===== src/rtl/lfcd_pkg.sv =====
// shared types, constants and the crc-16/x.25 byte update for the deframer
// no dependencies
package lfcd_pkg;

    localparam logic [7:0]  START_HI       = 8'h02;
    localparam logic [7:0]  START_LO       = 8'h03;
    localparam logic [7:0]  END_BYTE       = 8'h03;
    localparam logic [15:0] CRC_POLY       = 16'h8408;
    localparam logic [15:0] CRC_INIT       = 16'hFFFF;
    localparam logic [15:0] CRC_XOROUT     = 16'hFFFF;
    localparam logic [8:0]  AUTH_INDEX     = 9'd5;
    // frame of length + 3 bytes: too short below 8 bytes, auth needs more than 6
    localparam logic [7:0]  MIN_LEN        = 8'd5;
    localparam logic [7:0]  AUTH_MIN_LEN   = 8'd3;
    localparam logic [8:0]  FRAME_TAIL     = 9'd2;

    localparam logic [2:0]  ST_OK          = 3'd0;
    localparam logic [2:0]  ST_TOO_SHORT   = 3'd1;
    localparam logic [2:0]  ST_BAD_START   = 3'd2;
    localparam logic [2:0]  ST_BAD_END     = 3'd3;
    localparam logic [2:0]  ST_BAD_CRC     = 3'd4;

    typedef struct packed {
        logic [7:0] byte_out;
        logic [8:0] byte_index;
        logic       frame_last;
        logic [2:0] frame_status;
        logic       auth_ok;
    } t_result;

    function automatic logic [15:0] crc_byte(input logic [15:0] crc, input logic [7:0] b);
        logic [15:0] c;
        c = crc ^ {8'h00, b};
        for (int k = 0; k < 8; k++) begin
            if (c[0]) begin
                c = (c >> 1) ^ CRC_POLY;
            end else begin
                c = c >> 1;
            end
        end
        return c;
    endfunction

endpackage


===== src/rtl/length_framed_crc_deframer_core.sv =====
// Deframer for STX/length/ETX frames checked with CRC-16/X.25. One received byte is
// taken per request and each byte is presented as one result, through the input
// register and the result register, with its index in the frame; the last byte of a
// frame (index length + 2) also carries the status and auth flag. A new byte can be
// taken every cycle unless a stalled result is held: the byte-wide crc update and the
// position compare sit between the input register and the result register.
// top level, uses lfcd_pkg, lfcd_in_reg and lfcd_frame
module length_framed_crc_deframer_core (
    input  logic       i_clk,
    input  logic       i_rst_n,
    input  logic       i_valid,
    output logic       o_stall,
    input  logic [7:0] i_rx_byte,
    output logic       o_valid,
    input  logic       i_stall,
    output logic [7:0] o_byte_out,
    output logic [8:0] o_byte_index,
    output logic       o_frame_last,
    output logic [2:0] o_frame_status,
    output logic       o_auth_ok
);

    logic              in_valid;
    logic [7:0]        in_byte;
    logic              take;
    lfcd_pkg::t_result result;

    lfcd_in_reg u_in_reg (
        .i_clk     (i_clk),
        .i_rst_n   (i_rst_n),
        .i_valid   (i_valid),
        .i_rx_byte (i_rx_byte),
        .o_stall   (o_stall),
        .i_take    (take),
        .o_valid   (in_valid),
        .o_byte    (in_byte)
    );

    lfcd_frame u_frame (
        .i_clk    (i_clk),
        .i_rst_n  (i_rst_n),
        .i_valid  (in_valid),
        .i_byte   (in_byte),
        .i_stall  (i_stall),
        .o_take   (take),
        .o_valid  (o_valid),
        .o_result (result)
    );

    assign o_byte_out     = result.byte_out;
    assign o_byte_index   = result.byte_index;
    assign o_frame_last   = result.frame_last;
    assign o_frame_status = result.frame_status;
    assign o_auth_ok      = result.auth_ok;

endmodule


===== src/rtl/lfcd_in_reg.sv =====
// input register stage of the deframer, holds one received byte
// depends on nothing but the clock and the downstream take signal
module lfcd_in_reg (
    input  logic       i_clk,
    input  logic       i_rst_n,
    input  logic       i_valid,
    input  logic [7:0] i_rx_byte,
    output logic       o_stall,
    input  logic       i_take,
    output logic       o_valid,
    output logic [7:0] o_byte
);

    logic       r_valid;
    logic [7:0] r_byte;
    logic       load_ok;

    assign load_ok = !r_valid || i_take;
    assign o_stall = !load_ok;
    assign o_valid = r_valid;
    assign o_byte  = r_byte;

    always_ff @(posedge i_clk) begin
        if (!i_rst_n) begin
            r_valid <= 1'b0;
        end else if (load_ok) begin
            r_valid <= i_valid;
        end
    end

    always_ff @(posedge i_clk) begin
        if (load_ok && i_valid) begin
            r_byte <= i_rx_byte;
        end
    end

endmodule


===== src/rtl/lfcd_frame.sv =====
// frame tracking, crc check and result register of the deframer
// uses lfcd_pkg for constants, the crc update and the result struct
module lfcd_frame (
    input  logic               i_clk,
    input  logic               i_rst_n,
    input  logic               i_valid,
    input  logic [7:0]         i_byte,
    input  logic               i_stall,
    output logic               o_take,
    output logic               o_valid,
    output lfcd_pkg::t_result  o_result
);

    logic [8:0]  r_position, n_position;
    logic [7:0]  r_frame_length, n_frame_length;
    logic [15:0] r_crc, n_crc;
    logic [15:0] r_rx_crc, n_rx_crc;
    logic        r_start_ok, n_start_ok;
    logic        r_auth_byte, n_auth_byte;
    logic        r_out_valid;
    lfcd_pkg::t_result r_result, n_result;

    logic [15:0] crc_upd;
    logic [9:0]  pos_plus1;
    logic        last;

    assign o_take   = i_valid && (!r_out_valid || !i_stall);
    assign o_valid  = r_out_valid;
    assign o_result = r_result;

    assign crc_upd   = lfcd_pkg::crc_byte(r_crc, i_byte);
    assign pos_plus1 = {1'b0, r_position} + 10'd1;

    always_comb begin
        n_position     = r_position;
        n_frame_length = r_frame_length;
        n_crc          = r_crc;
        n_rx_crc       = r_rx_crc;
        n_start_ok     = r_start_ok;
        n_auth_byte    = r_auth_byte;

        if (r_position == 9'd0) begin
            n_start_ok     = (i_byte == lfcd_pkg::START_HI);
            n_crc          = lfcd_pkg::CRC_INIT;
            n_rx_crc       = 16'h0000;
            n_auth_byte    = 1'b0;
            n_frame_length = 8'd0;
        end else if (r_position == 9'd1) begin
            n_start_ok = r_start_ok && (i_byte == lfcd_pkg::START_LO);
            n_crc      = crc_upd;
        end else if (r_position == 9'd2) begin
            n_frame_length = i_byte;
            n_crc          = crc_upd;
        end else begin
            if (pos_plus1 <= {2'b00, r_frame_length}) begin
                n_crc = crc_upd;
            end else if (r_position == {1'b0, r_frame_length}) begin
                n_rx_crc = {i_byte, 8'h00};
            end else if (r_position == {1'b0, r_frame_length} + 9'd1) begin
                n_rx_crc = {r_rx_crc[15:8], i_byte};
            end
        end
        if (r_position == lfcd_pkg::AUTH_INDEX) begin
            n_auth_byte = (i_byte == 8'd1);
        end

        last = (r_position >= 9'd2)
            && (r_position == {1'b0, n_frame_length} + lfcd_pkg::FRAME_TAIL);

        n_result.byte_out     = i_byte;
        n_result.byte_index   = r_position;
        n_result.frame_last   = last;
        n_result.frame_status = lfcd_pkg::ST_OK;
        n_result.auth_ok      = 1'b0;

        if (last) begin
            if (n_frame_length < lfcd_pkg::MIN_LEN) begin
                n_result.frame_status = lfcd_pkg::ST_TOO_SHORT;
            end else if (!n_start_ok) begin
                n_result.frame_status = lfcd_pkg::ST_BAD_START;
            end else if (i_byte != lfcd_pkg::END_BYTE) begin
                n_result.frame_status = lfcd_pkg::ST_BAD_END;
            end else if ((n_crc ^ lfcd_pkg::CRC_XOROUT) != n_rx_crc) begin
                n_result.frame_status = lfcd_pkg::ST_BAD_CRC;
            end
            n_result.auth_ok = (n_frame_length > lfcd_pkg::AUTH_MIN_LEN) && n_auth_byte;
            n_position       = 9'd0;
        end else begin
            n_position = pos_plus1[8:0];
        end
    end

    always_ff @(posedge i_clk) begin
        if (!i_rst_n) begin
            r_position     <= 9'd0;
            r_frame_length <= 8'd0;
            r_crc          <= lfcd_pkg::CRC_INIT;
            r_rx_crc       <= 16'h0000;
            r_start_ok     <= 1'b0;
            r_auth_byte    <= 1'b0;
            r_out_valid    <= 1'b0;
        end else begin
            if (o_take) begin
                r_position     <= n_position;
                r_frame_length <= n_frame_length;
                r_crc          <= n_crc;
                r_rx_crc       <= n_rx_crc;
                r_start_ok     <= n_start_ok;
                r_auth_byte    <= n_auth_byte;
                r_out_valid    <= 1'b1;
            end else if (!i_stall) begin
                r_out_valid <= 1'b0;
            end
        end
    end

    always_ff @(posedge i_clk) begin
        if (o_take) begin
            r_result <= n_result;
        end
    end

endmodule


===== config.mk =====
export PLATFORM = sky130hd
export DESIGN_NAME = length_framed_crc_deframer_core
export DESIGN_NICKNAME = d
export VERILOG_FILES = /design/src/rtl/lfcd_pkg.sv /design/src/rtl/length_framed_crc_deframer_core.sv /design/src/rtl/lfcd_in_reg.sv /design/src/rtl/lfcd_frame.sv
export SDC_FILE = /design/constraint.sdc
export NUM_CORES = 1
export LEC_CHECK = 0
export ABC_AREA = 1
export BUFFER_PORTS_ARGS = -buffer_cell sky130_fd_sc_hd__buf_2
export CAP_MARGIN = 0
export CORE_MARGIN = 2
export CORE_UTILIZATION = 45
export DETAILED_ROUTE_END_ITERATION = 16
export HOLD_SLACK_MARGIN = 0.15
export PLACE_DENSITY = 0.68
export SLEW_MARGIN = 15
export SYNTH_ARGS = -nofsm -noshare
export SYNTH_HDL_FRONTEND = slang
export SYNTH_HIERARCHICAL = 1
export SYNTH_SLANG_ARGS = --single-unit
export TNS_END_PERCENT = 20

===== constraint.sdc =====
create_clock -name i_clk -period 4.7 [get_ports i_clk]
set_input_delay 0.47 -clock i_clk [delete_from_list [all_inputs] [get_ports i_clk]]
set_output_delay 0.47 -clock i_clk [all_outputs]
set_load 0.05 [all_outputs]

==> results.json, run 1 <==
{
  "routed_wl_um": 15000,
  "fp.dieArea_um2": 13400,
  "rr_worst_depth": 25,
  "max_slew.worst_pin.slew_ns": 0.761,
  "switching_share_pct": 35.6,
  "fmax_ghz": 0.249,
  "grt_pass1_wl_um": 24500,
  "max-clock-path-buffers": 2,
  "routed_via_density": 5.28,
  "antenna_found_initial": 0,
  "crit_type": "reg -> reg",
  "power_density_nw_per_um2": 351,
  "portBuffers": 35,
  "pwr-share-comb_pct": 28.0,
  "crit_path_top_delay_cell": "dfxtp_1",
  "rr_startpoint": "u_frame/r_position[2]$_SDFFE_PN0P_",
  "synth_top_area_share_pct": 18.9,
  "ios": 36,
  "critical_path_arrival_ns": 4.15,
  "post_drt_wl_per_cell_um": 14.8,
  "synth.cell_area_um2": 5600,
  "hold_slack_ns": 0.287,
  "yosysTopAreaCell": "dfxtp_1",
  "crit_family": "simple AND/OR/NAND/NOR gates",
  "worst-path-max-fanout": 25,
  "grt_max_degree": 77,
  "fin_crit_sh_pct": 85.6,
  "synth_fp_nets": 842,
  "regArea_um2": 1960,
  "reg2reg_to": "u_frame/o_result[3]$_SDFFCE_PP0P_",
  "synthTopCellsByArea": "dfxtp_1 (19%), edfxtp_1 (16%), nand2_1 (15%), nand3_1 (7.4%), inv_1 (6.8%)",
  "die_w_um": 116,
  "layout_min_cycle_time_ns": 4.02,
  "drcViolationCount": 0,
  "skew_ns": 0.0102,
  "num-fill-cells": 1189,
  "clk_latency_ns": 0.36,
  "cts_max_level": 3,
  "synth_top_flop_cell": "dfxtp_1",
  "fin_nets": 863,
  "rows": 40,
  "rsz0062_at_grt": "false",
  "maxCapViolCount": 0,
  "p_int_w": 0.00139,
  "status": "finished, final reports clean",
  "antenna_cells": 0,
  "cp-start-kind": "register",
  "end_kind": "register",
  "p_leak_nw": 2.89,
  "globalplace.congestion": 0.925,
  "synthDistinctLibCells": 39,
  "worst_path_largest_cell_delay_ns": 0.64,
  "die_h_um": 116,
  "drive_above_1_share_pct": 11.5,
  "cpMostUsedCell": "nand2_1",
  "cp_num_buf_inv": 2,
  "cts.sinks": 83,
  "synthArstFlopShare_pct": 0,
  "area_delta_synth_final_pct": 10.1,
  "layout_commonest_cell": "nand2_1",
  "synth_edf_count": 30,
  "cts_hold_buffers": 0,
  "stdcell_count": 1010,
  "drv_slew": 0,
  "root_buffer": "clkbuf_16",
  "cts_setup_buffers": 0,
  "firstDrtPassIters": 5,
  "overflow": 0,
  "holdPathStages": 1,
  "worstHoldStart": "i_rx_byte[0]",
  "dp_hpwl_um": 10800,
  "power_w": 0.00216,
  "clkTransAtPathRegs_ns": 0.06,
  "initial_core_util_pct": 46.5,
  "fin_util_pct": 51.2,
  "synth_area_per_cell_um2": 6.87,
  "cts_tree": "done",
  "seqPwrFrac_pct": 38.5,
  "ff2ff_setup_slack_ns": 0.68,
  "clkPwrFrac_pct": 33.5,
  "relSlewSlack_pct": 49.3,
  "ys_seq_area_share_pct": 35.0,
  "multi_input_area_um2": 3060,
  "power.net_switching_w": 0.000770,
  "worstHoldPathType": "in -> reg",
  "routed-via-count": 5333,
  "ys_ff_latch": 83,
  "place_inst": 994,
  "ant_nets": 0,
  "layout_common_cells": "nand2_1 (220), inv_1 (102), nand3_1 (83)",
  "setup-tns-final_ns": 0,
  "track_usage_pct": 23.8,
  "yosysWarnings": 6,
  "core_um2": 12100,
  "crit_required_ns": 4.82,
  "initialDrtViolationCount": 590,
  "grt_pass1_vias": 4772,
  "postSynthCellCount": 816,
  "numCtsBuffers": 9,
  "hold_viol_final": 0,
  "vdd_drop_max_uv": 193,
  "setup_viol": 0,
  "cts_resized": 0,
  "hold_end": "u_in_reg/o_byte[0]$_DFFE_PP_"
}
-- how the worst max path moves through the flow --
stage,start,to,cells past startpoint
2_1_floorplan,u_frame/r_position[3]$_SDFFE_PN0P_,u_frame/o_result[3]$_SDFFCE_PP0P_,26
3_3_place_gp,u_frame/r_position[2]$_SDFFE_PN0P_,u_frame/o_result[3]$_SDFFCE_PP0P_,25
3_5_place_dp,u_frame/r_position[2]$_SDFFE_PN0P_,u_frame/o_result[3]$_SDFFCE_PP0P_,25
4_1_cts,u_frame/r_position[3]$_SDFFE_PN0P_,u_frame/o_result[3]$_SDFFCE_PP0P_,25
5_1_grt,u_frame/r_position[2]$_SDFFE_PN0P_,u_frame/o_result[3]$_SDFFCE_PP0P_,23
6_report,u_frame/r_position[2]$_SDFFE_PN0P_,u_frame/o_result[3]$_SDFFCE_PP0P_,25
-- Yosys cell counts (5+ instances only) --
master    instances
nand2_1         220
inv_1           102
nand3_1          83
a21oi_1          61
nor2_1           57
dfxtp_1          53
o21ai_0          49
edfxtp_1         30
nand4_1          28
xnor2_1          21
clkbuf_1         18
ha_1             14
inv_2             9
xor2_1            9
nand3_2           8
nor2_2            6
buf_2             5
buf_6             5
-- power by group through the flow --
| stage | Clock [W] | Combinational, W | Sequential [W] |
|---|---|---|---|
| floorplan | 0 | 0.000436 | 0.000873 |
| global placement | 0 | 0.000587 | 0.000847 |
| detailed placement | 0 | 0.000589 | 0.000847 |
| CTS | 0.000736 | 0.000593 | 0.000832 |
| global route | 0.000760 | 0.000674 | 0.000839 |
| finish | 0.000725 | 0.000605 | 0.000833 |
-- metrics by stage --
stage	worst slack, ns	cell area (um^2)
after floorplan	1.67	5600
after global placement	0.764	5870
after detailed placement	0.741	5870
after CTS	0.733	6170
after global routing	0.230	6170
final	0.676	6170
-- state kept, by name, summed over array words and instances, names as in the netlist --
name / count
u_frame/o_result: 22
u_frame/r_crc: 16
u_frame/r_rx_crc: 16
u_frame/r_position: 9
u_frame/r_frame_length: 8
u_in_reg/o_byte: 8
u_frame/o_valid: 1
u_frame/r_auth_byte: 1
u_frame/r_start_ok: 1
u_in_reg/o_valid: 1
-- layer usage --
metal / routed length (um) / vias up / global-route usage, %
met5: 0 / - / 0
met4: 292 / 0 / 9.72
met3: 968 / 18 / 3.77
met2: 6500 / 202 / 36.3
met1: 7240 / 2395 / 33.5
li1: - / 2718 / -
-- final cells by class --
cell class / instances / share of cell area, %
multi-input combinational: 590 / 49.5
clock inverter: 6 / 1.20
tap: 168 / 3.41
inverter: 113 / 6.92
clock buffer: 10 / 3.71
timing repair buffer: 40 / 3.45
sequential: 83 / 31.8
-- kinds of logic after synthesis --
logic type,Yosys count,share of synthesized area (%)
AO/OA/AOI/OAI,119,10.9
XOR/XNOR,31,5.09
adder cells (fa/ha/maj),14,3.13
buffers and inverters,143,10.5
flip-flops,83,35.0
AND/OR/NAND/NOR,426,35.4
No activity file was read; power rests on OpenSTA's default activity.
==> inputs of run 2 (changes only) <==
- CTS_CLUSTER_DIAMETER: not set -> 150
- PLACE_DENSITY: 0.68 -> 0.72
==> results.json, run 2 (synthesis gave the netlist of run 1 again) <==
{
  "skew_ns": 0.00899,
  "holdPathStages": 1,
  "clkPwrFrac_pct": 35.3,
  "rows": 40,
  "power_density_nw_per_um2": 358,
  "p_int_w": 0.00145,
  "crit_required_ns": 4.80,
  "core_um2": 12100,
  "largest_register_ffs": 22,
  "die_h_um": 116,
  "end_kind": "register",
  "grt_pass1_vias": 4840,
  "maxCapViolCount": 0,
  "cts_tree": "done",
  "rsz0062_at_grt": "false",
  "max-clock-path-buffers": 2,
  "cts_setup_buffers": 0,
  "fmax_ghz": 0.251,
  "use_met2_pct": 34.8,
  "post_drt_wl_per_cell_um": 14.8,
  "power.net_switching_w": 0.000771,
  "ff2ff_setup_slack_ns": 0.72,
  "fin_nets": 864,
  "initialDrtViolationCount": 630,
  "portBuffers": 35,
  "setup_viol": 0,
  "cts_resized": 0,
  "rr_worst_depth": 25,
  "fin_crit_sh_pct": 84.7,
  "drv_slew": 0,
  "cpMostUsedCell": "nand2_1",
  "vdd_drop_max_uv": 226,
  "die_w_um": 116,
  "firstDrtPassIters": 5,
  "top_usage_layer": "met2",
  "routed_wl_um": 14900,
  "grt_pass1_wl_um": 24200,
  "routed-via-count": 5385,
  "p_leak_nw": 2.92,
  "routed_via_density": 5.33,
  "drcViolationCount": 0,
  "cts_max_level": 3,
  "overflow": 0,
  "crit_end": "u_frame/o_result[3]$_SDFFCE_PP0P_",
  "critical_path_arrival_ns": 4.08,
  "clkTransAtPathRegs_ns": 0.07,
  "reg2reg_to": "u_frame/o_result[3]$_SDFFCE_PP0P_",
  "switching_share_pct": 34.7,
  "worst-path-max-fanout": 25,
  "startpoint": "u_frame/r_position[2]$_SDFFE_PN0P_",
  "numCtsBuffers": 9,
  "hold_viol_final": 0,
  "layout_common_cells": "nand2_1 (220), inv_1 (102), nand3_1 (83)",
  "clk_latency_ns": 0.34,
  "root_buffer": "clkbuf_16",
  "setup-tns-final_ns": 0,
  "crit_type": "reg -> reg",
  "area_delta_synth_final_pct": 10.7,
  "track_usage_pct": 23.0,
  "initial_core_util_pct": 46.5,
  "layout_commonest_cell": "nand2_1",
  "cts_hold_buffers": 0,
  "relSlewSlack_pct": 48.7,
  "antenna_found_initial": 0,
  "pwr-share-comb_pct": 27.2,
  "fp.dieArea_um2": 13400,
  "post-place-ws_ns": 0.807,
  "gr-usage-met1_pct": 32.8,
  "ant_nets": 0,
  "worstHoldStart": "i_rx_byte[7]",
  "drive_above_1_share_pct": 11.7,
  "dp_hpwl_um": 10700,
  "max_slew.worst_pin.slew_ns": 0.769,
  "setup_slack_ns": 0.721,
  "layout_min_cycle_time_ns": 3.98,
  "seqPwrFrac_pct": 37.4,
  "worstHoldPathType": "in -> reg",
  "rr_startpoint": "u_frame/r_position[2]$_SDFFE_PN0P_",
  "worst_path_largest_cell_delay_ns": 0.63,
  "met3_usage_pct": 4.29,
  "antenna_cells": 0,
  "ios": 36,
  "grt_max_degree": 77,
  "status": "finished, final reports clean",
  "crit_path_top_delay_cell": "dfxtp_1",
  "cp-start-kind": "register",
  "globalplace.congestion": 0.970,
  "cts.sinks": 83
}
## run 2: critical path, delay by kind of cell, from the launching register on
| family | cells | cell delay, ns |
|---|---|---|
| DFF | 1 | 0.63 |
| adders and majority gates | 1 | 0.29 |
| and+or+nand+nor | 21 | 2.53 |
| xor gates and xnor gates | 1 | 0.19 |
| buffers and inverters | 2 | 0.10 |
## run 2: area by class of cell
| type | instances | area [um^2] |
|---|---|---|
| tap | 168 | 210 |
| sequential | 83 | 1960 |
| inverter | 113 | 427 |
| multi-input combinational | 590 | 3060 |
| fill | 1209 | 5860 |
| clock buffer | 9 | 225 |
| timing repair buffer | 41 | 220 |
| clock inverter | 7 | 105 |
## run 2: metal layers
layer | wire length, um | vias to the layer above
met5 | 0 | -
met4 | 280 | 0
met3 | 1230 | 20
met2 | 6580 | 227
met1 | 6830 | 2429
li1 | - | 2709
## run 2: power by group through the flow
stage / clock (W) / combinational [W] / sequential [W]
after floorplan: 0 / 0.000436 / 0.000873
after global placement: 0 / 0.000590 / 0.000845
after detailed placement: 0 / 0.000591 / 0.000846
after CTS: 0.000799 / 0.000597 / 0.000831
after global routing: 0.000829 / 0.000678 / 0.000838
final: 0.000785 / 0.000605 / 0.000832
## run 2: worst min path at each step
stage	to	slack, ns
global placement	u_frame/o_valid$_SDFFE_PN0P_	0.48
CTS	u_in_reg/o_byte[7]$_DFFE_PP_	0.30
global route	u_in_reg/o_byte[7]$_DFFE_PP_	0.29
detailed placement	u_frame/o_valid$_SDFFE_PN0P_	0.48
floorplan	u_frame/o_result[13]$_DFFE_PP_	0.40
finish	u_in_reg/o_byte[7]$_DFFE_PP_	0.30
## run 2: per-stage QoR
step                      utilization (%)  total power, W  hold slack [ns]  cell area, um^2  instances
final                                51.4         0.00222            0.303             6200       1011
after global routing                 51.4         0.00234            0.291             6200       1011
after CTS                            51.4         0.00223            0.298             6200       1011
after detailed placement             48.7         0.00144            0.476             5870        995
after global placement               48.7         0.00144            0.475             5870        995
after floorplan                         -         0.00131            0.403             5600        816
